==> config.mk <==
export PLATFORM = sky130hd
export DESIGN_NAME = disc_cue_entry_builder_core
export DESIGN_NICKNAME = d
export VERILOG_FILES = /design/src/sv/dceb_pkg.sv /design/src/sv/dceb_front.sv /design/src/sv/dceb_queue.sv /design/src/sv/dceb_back.sv /design/src/sv/disc_cue_entry_builder_core.sv
export SDC_FILE = /design/constraint.sdc
export NUM_CORES = 1
export LEC_CHECK = 0
export BUFFER_PORTS_ARGS = -buffer_cell sky130_fd_sc_hd__buf_4
export CAP_MARGIN = 10
export CORE_MARGIN = 2
export CORE_UTILIZATION = 69
export CTS_CLUSTER_DIAMETER = 100
export CTS_CLUSTER_SIZE = 10
export DETAILED_ROUTE_END_ITERATION = 8
export PLACE_DENSITY_LB_ADDON = 0.1
export SYNTH_ARGS = -nofsm -noshare
export SYNTH_HDL_FRONTEND = slang
export SYNTH_HIERARCHICAL = 1
export SYNTH_SLANG_ARGS = --single-unit
==> constraint.sdc <==
create_clock -name clk_i -period 14 [get_ports clk_i]
set_input_delay 0.7 -clock clk_i [delete_from_list [all_inputs] [get_ports clk_i]]
set_output_delay 0.7 -clock clk_i [all_outputs]
set_load 0.005 [all_outputs]
==> src/sv/dceb_pkg.sv <==
package dceb_pkg;

  localparam int unsigned ADDR_W   = 19;
  localparam int unsigned EADDR_W  = ADDR_W + 1;
  localparam int unsigned CFG_IDX_W = 2;

  localparam logic [CFG_IDX_W-1:0] CFG_LEAD_IN     = 2'd0;
  localparam logic [CFG_IDX_W-1:0] CFG_FRAME_TOTAL = 2'd1;

  localparam logic [6:0] MAX_TRACKS = 7'd99;

  localparam logic [EADDR_W-1:0] FRAME_OFFSET = 20'd150;

  localparam logic [7:0] CTL_AUDIO         = 8'h01;
  localparam logic [7:0] CTL_DATA          = 8'h41;
  localparam logic [7:0] FORM_AUDIO        = 8'h00;
  localparam logic [7:0] FORM_DATA         = 8'h10;
  localparam logic [7:0] FORM_DATA_LEADIN  = 8'h14;
  localparam logic [7:0] FORM_LEADIN_AUDIO = 8'h01;
  localparam logic [7:0] FORM_LEADOUT      = 8'h01;
  localparam logic [7:0] TRACK_LEADIN      = 8'h00;
  localparam logic [7:0] TRACK_ONE         = 8'h01;
  localparam logic [7:0] TRACK_LEADOUT     = 8'hAA;

  // Exact reciprocals: x / 75 for x < 2^20, x / 60 for x < 2^13
  localparam logic [20:0] RECIP_75 = 21'd1789570;
  localparam int unsigned SHIFT_75 = 27;
  localparam logic [13:0] RECIP_60 = 14'd8739;
  localparam int unsigned SHIFT_60 = 19;

  // Pending entry slots, emitted lowest first
  localparam int unsigned SLOT_LEADIN  = 0;
  localparam int unsigned SLOT_PREGAP1 = 1;
  localparam int unsigned SLOT_IDX0    = 2;
  localparam int unsigned SLOT_IDX1    = 3;
  localparam int unsigned SLOT_LEADOUT = 4;
  localparam int unsigned NUM_SLOTS    = 5;

  typedef struct packed {
    logic              track_is_data;
    logic              has_pregap;
    logic [ADDR_W-1:0] pregap_address;
    logic [ADDR_W-1:0] start_address;
    logic              final_track;
  } in_item_t;

  typedef struct packed {
    logic [7:0] control_address;
    logic [7:0] track_bcd;
    logic       index_byte;
    logic [7:0] data_form;
    logic       copy_byte;
    logic [7:0] minute_bcd;
    logic [6:0] second_bcd;
    logic [6:0] frame_bcd;
    logic       entry_last;
  } out_item_t;

  // Entry fields that pass through the time conversion untouched
  typedef struct packed {
    logic [7:0] ctl;
    logic [7:0] trk;
    logic       idx;
    logic [7:0] form;
    logic       last;
  } entry_meta_t;

  typedef struct packed {
    entry_meta_t        meta;
    logic [EADDR_W-1:0] addr;
  } entry_t;

  // Binary to packed BCD for values below 100, tens by reciprocal of 10
  function automatic logic [7:0] to_bcd(input logic [6:0] v);
    logic [17:0] p;
    logic [3:0]  tens;
    logic [6:0]  units;
    p     = 18'(v) * 18'd205;
    tens  = p[14:11];
    units = v - ({3'b000, tens} * 7'd10);
    return {tens, units[3:0]};
  endfunction

endpackage

==> src/sv/dceb_front.sv <==
module dceb_front (
  input  logic                          clk_i,
  input  logic                          rst_ni,
  input  logic                          cfg_we_i,
  input  logic [dceb_pkg::CFG_IDX_W-1:0] cfg_index_i,
  input  logic [dceb_pkg::ADDR_W-1:0]   cfg_data_i,
  input  logic                          in_valid_i,
  output logic                          in_stall_o,
  input  dceb_pkg::in_item_t            in_item_i,
  output logic                          push_valid_o,
  input  logic                          push_ready_i,
  output dceb_pkg::entry_t              push_entry_o
);

  logic [dceb_pkg::ADDR_W-1:0]    lead_in_q;
  logic [dceb_pkg::ADDR_W-1:0]    total_q;
  logic [6:0]                     cnt_q, cnt_d;
  logic                           first_q, first_d;
  logic [dceb_pkg::NUM_SLOTS-1:0] pend_q, pend_d;
  logic [dceb_pkg::NUM_SLOTS-1:0] sel;
  dceb_pkg::in_item_t             item_q;
  logic [7:0]                     trk_q;
  logic [6:0]                     cnt_inc;
  logic                           busy, push, last, accept;
  logic [7:0]                     ctl, form;

  always_ff @(posedge clk_i or negedge rst_ni) begin
    if (!rst_ni) begin
      lead_in_q <= '0;
      total_q   <= '0;
    end else if (cfg_we_i) begin
      if (cfg_index_i == dceb_pkg::CFG_LEAD_IN) begin
        lead_in_q <= cfg_data_i;
      end else if (cfg_index_i == dceb_pkg::CFG_FRAME_TOTAL) begin
        total_q <= cfg_data_i;
      end
    end
  end

  always_comb begin
    busy       = |pend_q;
    sel        = pend_q & (~pend_q + 5'd1);
    last       = (pend_q & ~sel) == '0;
    push       = busy && push_ready_i;
    in_stall_o = busy && !(push && last);
    accept     = in_valid_i && !in_stall_o;
    cnt_inc    = (cnt_q < dceb_pkg::MAX_TRACKS) ? cnt_q + 7'd1 : cnt_q;

    pend_d  = push ? (pend_q & ~sel) : pend_q;
    cnt_d   = cnt_q;
    first_d = first_q;
    if (accept) begin
      pend_d                          = '0;
      pend_d[dceb_pkg::SLOT_LEADIN]   = first_q;
      pend_d[dceb_pkg::SLOT_PREGAP1]  = first_q;
      pend_d[dceb_pkg::SLOT_IDX0]     = in_item_i.has_pregap;
      pend_d[dceb_pkg::SLOT_IDX1]     = 1'b1;
      pend_d[dceb_pkg::SLOT_LEADOUT]  = in_item_i.final_track;
      // Final track closes the sheet: restart numbering
      cnt_d   = in_item_i.final_track ? 7'd0 : cnt_inc;
      first_d = in_item_i.final_track;
    end
  end

  always_ff @(posedge clk_i or negedge rst_ni) begin
    if (!rst_ni) begin
      pend_q  <= '0;
      cnt_q   <= '0;
      first_q <= 1'b1;
    end else begin
      pend_q  <= pend_d;
      cnt_q   <= cnt_d;
      first_q <= first_d;
    end
  end

  always_ff @(posedge clk_i) begin
    if (accept) begin
      item_q <= in_item_i;
      trk_q  <= dceb_pkg::to_bcd(cnt_inc);
    end
  end

  always_comb begin
    ctl  = item_q.track_is_data ? dceb_pkg::CTL_DATA : dceb_pkg::CTL_AUDIO;
    form = item_q.track_is_data ? dceb_pkg::FORM_DATA : dceb_pkg::FORM_AUDIO;

    push_valid_o           = busy;
    push_entry_o.meta.last = last;
    push_entry_o.meta.ctl  = ctl;
    push_entry_o.meta.trk  = trk_q;
    push_entry_o.meta.idx  = 1'b1;
    push_entry_o.meta.form = form;
    push_entry_o.addr      = {1'b0, item_q.start_address} + dceb_pkg::FRAME_OFFSET;

    if (sel[dceb_pkg::SLOT_LEADIN]) begin
      push_entry_o.meta.trk  = dceb_pkg::TRACK_LEADIN;
      push_entry_o.meta.idx  = 1'b0;
      push_entry_o.meta.form = item_q.track_is_data ? dceb_pkg::FORM_DATA_LEADIN
                                                    : dceb_pkg::FORM_LEADIN_AUDIO;
      push_entry_o.addr      = {1'b0, lead_in_q};
    end else if (sel[dceb_pkg::SLOT_PREGAP1]) begin
      push_entry_o.meta.trk  = dceb_pkg::TRACK_ONE;
      push_entry_o.meta.idx  = 1'b0;
      push_entry_o.addr      = '0;
    end else if (sel[dceb_pkg::SLOT_IDX0]) begin
      push_entry_o.meta.idx  = 1'b0;
      push_entry_o.addr      = {1'b0, item_q.pregap_address} + dceb_pkg::FRAME_OFFSET;
    end else if (sel[dceb_pkg::SLOT_LEADOUT]) begin
      push_entry_o.meta.ctl  = dceb_pkg::CTL_AUDIO;
      push_entry_o.meta.trk  = dceb_pkg::TRACK_LEADOUT;
      push_entry_o.meta.form = dceb_pkg::FORM_LEADOUT;
      push_entry_o.addr      = {1'b0, total_q} + dceb_pkg::FRAME_OFFSET;
    end
  end

endmodule

==> src/sv/dceb_queue.sv <==
module dceb_queue (
  input  logic             clk_i,
  input  logic             rst_ni,
  input  logic             push_valid_i,
  output logic             push_ready_o,
  input  dceb_pkg::entry_t push_entry_i,
  output logic             pop_valid_o,
  input  logic             pop_i,
  output dceb_pkg::entry_t pop_entry_o
);

  dceb_pkg::entry_t mem_q [2];
  logic             wr_q, rd_q;
  logic [1:0]       cnt_q;
  logic             do_push, do_pop;

  assign push_ready_o = cnt_q != 2'd2;
  assign pop_valid_o  = cnt_q != 2'd0;
  assign pop_entry_o  = mem_q[rd_q];
  assign do_push      = push_valid_i && push_ready_o;
  assign do_pop       = pop_i && pop_valid_o;

  always_ff @(posedge clk_i or negedge rst_ni) begin
    if (!rst_ni) begin
      wr_q  <= 1'b0;
      rd_q  <= 1'b0;
      cnt_q <= 2'd0;
    end else begin
      if (do_push) begin
        wr_q <= ~wr_q;
      end
      if (do_pop) begin
        rd_q <= ~rd_q;
      end
      case ({do_push, do_pop})
        2'b10:   cnt_q <= cnt_q + 2'd1;
        2'b01:   cnt_q <= cnt_q - 2'd1;
        default: cnt_q <= cnt_q;
      endcase
    end
  end

  always_ff @(posedge clk_i) begin
    if (do_push) begin
      mem_q[wr_q] <= push_entry_i;
    end
  end

endmodule

==> src/sv/dceb_back.sv <==
module dceb_back (
  input  logic                 clk_i,
  input  logic                 rst_ni,
  input  logic                 pop_valid_i,
  output logic                 pop_o,
  input  dceb_pkg::entry_t     pop_entry_i,
  output logic                 out_valid_o,
  input  logic                 out_stall_i,
  output dceb_pkg::out_item_t  out_item_o
);

  // Stage 1: frames total / 75
  logic                                v1_q;
  dceb_pkg::entry_meta_t               m1_q;
  logic [dceb_pkg::EADDR_W-1:0]        a1_q;
  logic [12:0]                         q1_q;
  // Stage 2: frame remainder, minutes
  logic                                v2_q;
  dceb_pkg::entry_meta_t               m2_q;
  logic [12:0]                         q2_q;
  logic [6:0]                          mn2_q, f2_q;
  // Stage 3: seconds
  logic                                v3_q;
  dceb_pkg::entry_meta_t               m3_q;
  logic [6:0]                          mn3_q, f3_q;
  logic [5:0]                          s3_q;
  // Output register
  logic                                vo_q;
  dceb_pkg::out_item_t                 out_q;

  logic                                rdy1, rdy2, rdy3, rdyo;
  logic [40:0]                         p75;
  logic [26:0]                         p60;
  logic [dceb_pkg::EADDR_W-1:0]        f_full;
  logic [12:0]                         s_full;
  logic [7:0]                          mn_bcd, s_bcd, f_bcd;

  assign rdyo  = !vo_q || !out_stall_i;
  assign rdy3  = !v3_q || rdyo;
  assign rdy2  = !v2_q || rdy3;
  assign rdy1  = !v1_q || rdy2;
  assign pop_o = pop_valid_i && rdy1;

  assign p75    = 41'(pop_entry_i.addr) * 41'(dceb_pkg::RECIP_75);
  assign p60    = 27'(q1_q) * 27'(dceb_pkg::RECIP_60);
  assign f_full = a1_q - (20'(q1_q) * 20'd75);
  assign s_full = q2_q - (13'(mn2_q) * 13'd60);
  assign mn_bcd = dceb_pkg::to_bcd(mn3_q);
  assign s_bcd  = dceb_pkg::to_bcd({1'b0, s3_q});
  assign f_bcd  = dceb_pkg::to_bcd(f3_q);

  always_ff @(posedge clk_i or negedge rst_ni) begin
    if (!rst_ni) begin
      v1_q <= 1'b0;
      v2_q <= 1'b0;
      v3_q <= 1'b0;
      vo_q <= 1'b0;
    end else begin
      if (rdy1) v1_q <= pop_valid_i;
      if (rdy2) v2_q <= v1_q;
      if (rdy3) v3_q <= v2_q;
      if (rdyo) vo_q <= v3_q;
    end
  end

  always_ff @(posedge clk_i) begin
    if (pop_o) begin
      m1_q <= pop_entry_i.meta;
      a1_q <= pop_entry_i.addr;
      q1_q <= p75[dceb_pkg::SHIFT_75 +: 13];
    end
    if (rdy2 && v1_q) begin
      m2_q  <= m1_q;
      q2_q  <= q1_q;
      mn2_q <= p60[dceb_pkg::SHIFT_60 +: 7];
      f2_q  <= f_full[6:0];
    end
    if (rdy3 && v2_q) begin
      m3_q  <= m2_q;
      mn3_q <= mn2_q;
      f3_q  <= f2_q;
      s3_q  <= s_full[5:0];
    end
    if (rdyo && v3_q) begin
      out_q.control_address <= m3_q.ctl;
      out_q.track_bcd       <= m3_q.trk;
      out_q.index_byte      <= m3_q.idx;
      out_q.data_form       <= m3_q.form;
      out_q.copy_byte       <= 1'b0;
      out_q.minute_bcd      <= mn_bcd;
      out_q.second_bcd      <= s_bcd[6:0];
      out_q.frame_bcd       <= f_bcd[6:0];
      out_q.entry_last      <= m3_q.last;
    end
  end

  assign out_valid_o = vo_q;
  assign out_item_o  = out_q;

endmodule

==> src/sv/disc_cue_entry_builder_core.sv <==
// Channel  | Direction | Signals
// ---------+-----------+-------------------------------------------------
// input    | in        | in_valid_i, in_stall_o, in_item_i (track descriptor)
// output   | out       | out_valid_o, out_stall_i, out_item_o (cue entry)
// config   | in        | cfg_we_i, cfg_index_i, cfg_data_i (write only)
//
// One cue entry leaves per cycle unless the output stalls. An item makes
// 1 to 5 entries, queued one a cycle by the front sequencer while the
// queue has room. Next item is taken in the cycle its last entry is queued.
// Popped entries pass conversion stages 1, 2, 3 and the output register.
// Reset clears control state; both registers read zero until written.
// Output stall backs up through the pipeline and the two-entry queue.
module disc_cue_entry_builder_core (
  input  logic                           clk_i,
  input  logic                           rst_ni,
  input  logic                           cfg_we_i,
  input  logic [dceb_pkg::CFG_IDX_W-1:0] cfg_index_i,
  input  logic [dceb_pkg::ADDR_W-1:0]    cfg_data_i,
  input  logic                           in_valid_i,
  output logic                           in_stall_o,
  input  dceb_pkg::in_item_t             in_item_i,
  output logic                           out_valid_o,
  input  logic                           out_stall_i,
  output dceb_pkg::out_item_t            out_item_o
);

  logic             push_valid, push_ready, pop_valid, pop;
  dceb_pkg::entry_t push_entry, pop_entry;

  dceb_front u_front (
    .clk_i        (clk_i),
    .rst_ni       (rst_ni),
    .cfg_we_i     (cfg_we_i),
    .cfg_index_i  (cfg_index_i),
    .cfg_data_i   (cfg_data_i),
    .in_valid_i   (in_valid_i),
    .in_stall_o   (in_stall_o),
    .in_item_i    (in_item_i),
    .push_valid_o (push_valid),
    .push_ready_i (push_ready),
    .push_entry_o (push_entry)
  );

  dceb_queue u_queue (
    .clk_i        (clk_i),
    .rst_ni       (rst_ni),
    .push_valid_i (push_valid),
    .push_ready_o (push_ready),
    .push_entry_i (push_entry),
    .pop_valid_o  (pop_valid),
    .pop_i        (pop),
    .pop_entry_o  (pop_entry)
  );

  dceb_back u_back (
    .clk_i       (clk_i),
    .rst_ni      (rst_ni),
    .pop_valid_i (pop_valid),
    .pop_o       (pop),
    .pop_entry_i (pop_entry),
    .out_valid_o (out_valid_o),
    .out_stall_i (out_stall_i),
    .out_item_o  (out_item_o)
  );

endmodule
==> impl_results.md <==
* Mapped Area at 26800 sq um
* Crit Reg-Reg Endpoint: u_back/q1_q[7]
* FILL cells at 2452
* GRT Max-Usage Layer: met2
* Final min period at 7320 ps
* Hold-fix buffers, CTS at 0
* Drt first pass iters at 5
* Avg Cell Area, Syn at 12.4 sq um
* Critical path capture point: u_back/q1_q[7]
* Post-synth top area cell: edfxtp_1
* Final HPWL DP at 39.5 mm
* Relative slew slack at 28.3%
* GP Congestion at 0.889
* Rows at 72
* Final antenna-violating net count at 0
* Largest net degree at the start of global routing at 60
* Die area at 40500 sq um
* Drt drc at 0
* Via/cell ratio at 5.66
* Met1 Usage GRT at 33.7%
* Unique masters post-synth at 98
* Final Hold Fails at 0
* Fin crit share at 52.3%
* DRT iter0 DRCs at 898
* Yosys top cell area share at 36.4%
* Post-synth EDFFs at 325
* Port Buffers at 116
* Run status: finished, final reports clean
* H-tree levels at 2
* Postcts setup bufs at 0
* Total global-route track usage at 26.3%
* Per-cell routed wire length at 18.0 um
* Initial antenna violation count at 0
* #FFs+latches synth at 384
* Max_cap viols at 0
* Io pins at 118
* Syn. warnings at 6
* Critical Path Start: u_queue/rd_q
* Finished Core Util at 76.5%
* Main synth FF type: edfxtp_1
* Internal reg-to-reg setup slack at 6680 ps
* Hold WC Path Type: in2async
* Worst clock skew at 9.67 ps
* Hold WS at 208 ps
* Sink Count at 384
* Setup-failing EPs final at 0
* Die W at 201 um
* DR vias at 16000
* RSZ-0062 raised after global routing: false
* N_diodes at 0
* Later-pin clock latency in the skew report at 560 ps
* Critical Path Source Type: flop
* Nets at 2915
* Initial Utilization at 69.7%
* R2r startpoint: u_queue/rd_q
* Die Span Y at 201 um
* FMAX at 137 MHz
* Vias in the first global route at 16900
* Clock Tree Buf Depth at 3
* Syn-to-layout area delta at 9.66%
* Core Footprint at 38500 sq um
* Largest fanout on the critical path at 30
* Class of the most critical setup path: reg2reg
* Setup TNS at 0 ps
* First-pass GRT wire length at 84.7 mm
* TritonCTS clock tree: yes
* Grt met2 use at 46.2%
* Share of layout cells above drive strength 1 at 13.2%
* Aggregate routed wire length at 50.9 mm
* Post-cts repair resize count at 0
* Post-synth ARST share at 15.4%
* FF-to-FF path depth at 22
* Synth Instances at 2155
* Transition time of the tightest slew-check pin at 1070 ps
* Reg clk slew, reported paths at 60 ps
* Root buffer cell: clkbuf_16
* Inserted Clock Buffers at 44
* Met3 Track Usage GR at 3.89%
* CP Capture Type: flop
* Crit path DAT at 7630 ps
* Largest cells by area after synthesis: edfxtp_1 (36%), ha_1 (18%), fa_1 (14%)
* Remaining global-route overflow at 0
* Slew Viols, Final at 0
* Data required, critical path at 14310 ps
* Seq/Total Area, Yosys at 41.9%
-- final cells by class --
cell class	count	area (sq um)	area share (%)
Clock buffer	67	1190	4.04
Clock inverter	3	40.0	0.136
Inverter	420	1580	5.38
Multi-Input combinational cell	1307	13800	46.8
Sequential cell	384	11200	38.2
Tap cell	518	648	2.20
Timing Repair Buffer	128	961	3.27
-- cells in the mapped netlist, drive strengths merged, types with 33 or more instances --
| library cell | instances |
|---|---|
| a21oi | 59 |
| buf | 33 |
| dfrtp | 58 |
| edfxtp | 325 |
| fa | 183 |
| ha | 380 |
| inv | 419 |
| mux2 | 90 |
| nand2 | 79 |
| nor2 | 63 |
| o21ai | 65 |
| xnor2 | 61 |
-- state kept, by name, indices dropped and copies added, names as in the netlist, 2 cells and up --
| name | flops |
|---|---|
| u_front/item_q | 39 |
| u_back/a1_q | 7 |
| u_front/lead_in_q | 19 |
| u_back/m1_q | 26 |
| u_queue/cnt_q | 2 |
| u_back/f3_q | 7 |
| u_back/mn3_q | 7 |
| u_back/q2_q | 6 |
| u_back/q1_q | 13 |
| u_front/trk_q | 8 |
| u_back/m3_q | 26 |
| u_back/f2_q | 7 |
| u_front/cnt_q | 7 |
| u_back/s3_q | 6 |
| u_back/m2_q | 26 |
| u_front/total_q | 19 |
| u_queue/mem_q | 92 |
| u_back/out_item_o | 48 |
| u_back/mn2_q | 7 |
| u_front/pend_q | 5 |
-- worst max-delay path, cell delays in order, from the launching register on --
cell	delay (ps)
dfrtp_2	640
buf_4	550
mux2_4	390
inv_1	210
fa_1	460
fa_1	520
inv_1	40
ha_1	260
inv_1	40
fa_1	480
inv_1	60
fa_1	470
ha_1	290
inv_1	50
fa_1	490
inv_1	40
ha_1	350
a21o_1	250
a2111oi_4	410
o211ai_1	180
a211oi_2	500
o21ai_1	190
xor2_1	170
-- cells by family (layout without fill, tap and decap cells) --
logic type	Yosys count	in the layout	share of synthesized area, %
AO/OA/AOI/OAI	272	272	7.02
XOR/XNOR	85	85	2.88
flip-flops	384	384	41.9
multiplexers	96	96	4.42
buffers and inverters	474	618	7.06
other	3	13	0.0420
adder cells (fa/ha/maj)	565	565	31.5
AND/OR/NAND/NOR	276	276	5.21
-- cells in the final DEF (no fill, tap or decap), types with 23 or more instances in the layout --
cell,netlist,layout
xnor2_1,61,61
dfrtp_1,58,57
nor2_1,61,60
o21ai_0,50,50
fa_1,183,183
buf_4,15,128
ha_1,380,380
mux2_2,60,60
inv_1,419,419
edfxtp_1,325,325
nand2_1,78,78
mux2_4,30,30
clkbuf_1,19,23
a21oi_1,59,59
clkbuf_16,0,44
-- stage by stage --
stage                     area (sq um)  std cells  setup WS (ps)
after floorplan                  26900       2165           7730
after global placement           28200       2757           6790
after detailed placement         28200       2757           6710
after CTS                        29400       2827           6690
after global routing             29400       2827           6350
final                            29400       2827           6680
-- worst min path at each step --
stage | from | endpoint | slack (ps) | cells after the start
3_3_place_gp | u_back/m3_q[5] | u_back/out_item_o[28] | 400 | 0
2_1_floorplan | rst_ni | u_back/out_valid_o | 400 | 0
3_5_place_dp | u_back/f2_q[1] | u_back/f3_q[1] | 400 | 0
4_1_cts | rst_ni | u_front/total_q[3] | 220 | 1
5_1_grt | rst_ni | u_front/total_q[3] | 270 | 1
6_report | rst_ni | u_front/total_q[3] | 210 | 1
-- routing by layer --
metal / up-vias / part of all wire (%)
li1: 7668 / -
met1: 7849 / 42
met5: - / 0
met4: 0 / 2.8
met2: 384 / 51
met3: 88 / 4.0
Power is not shown: default switching activity piles up to over one toggle a cycle in this logic, so the estimate is an artifact.
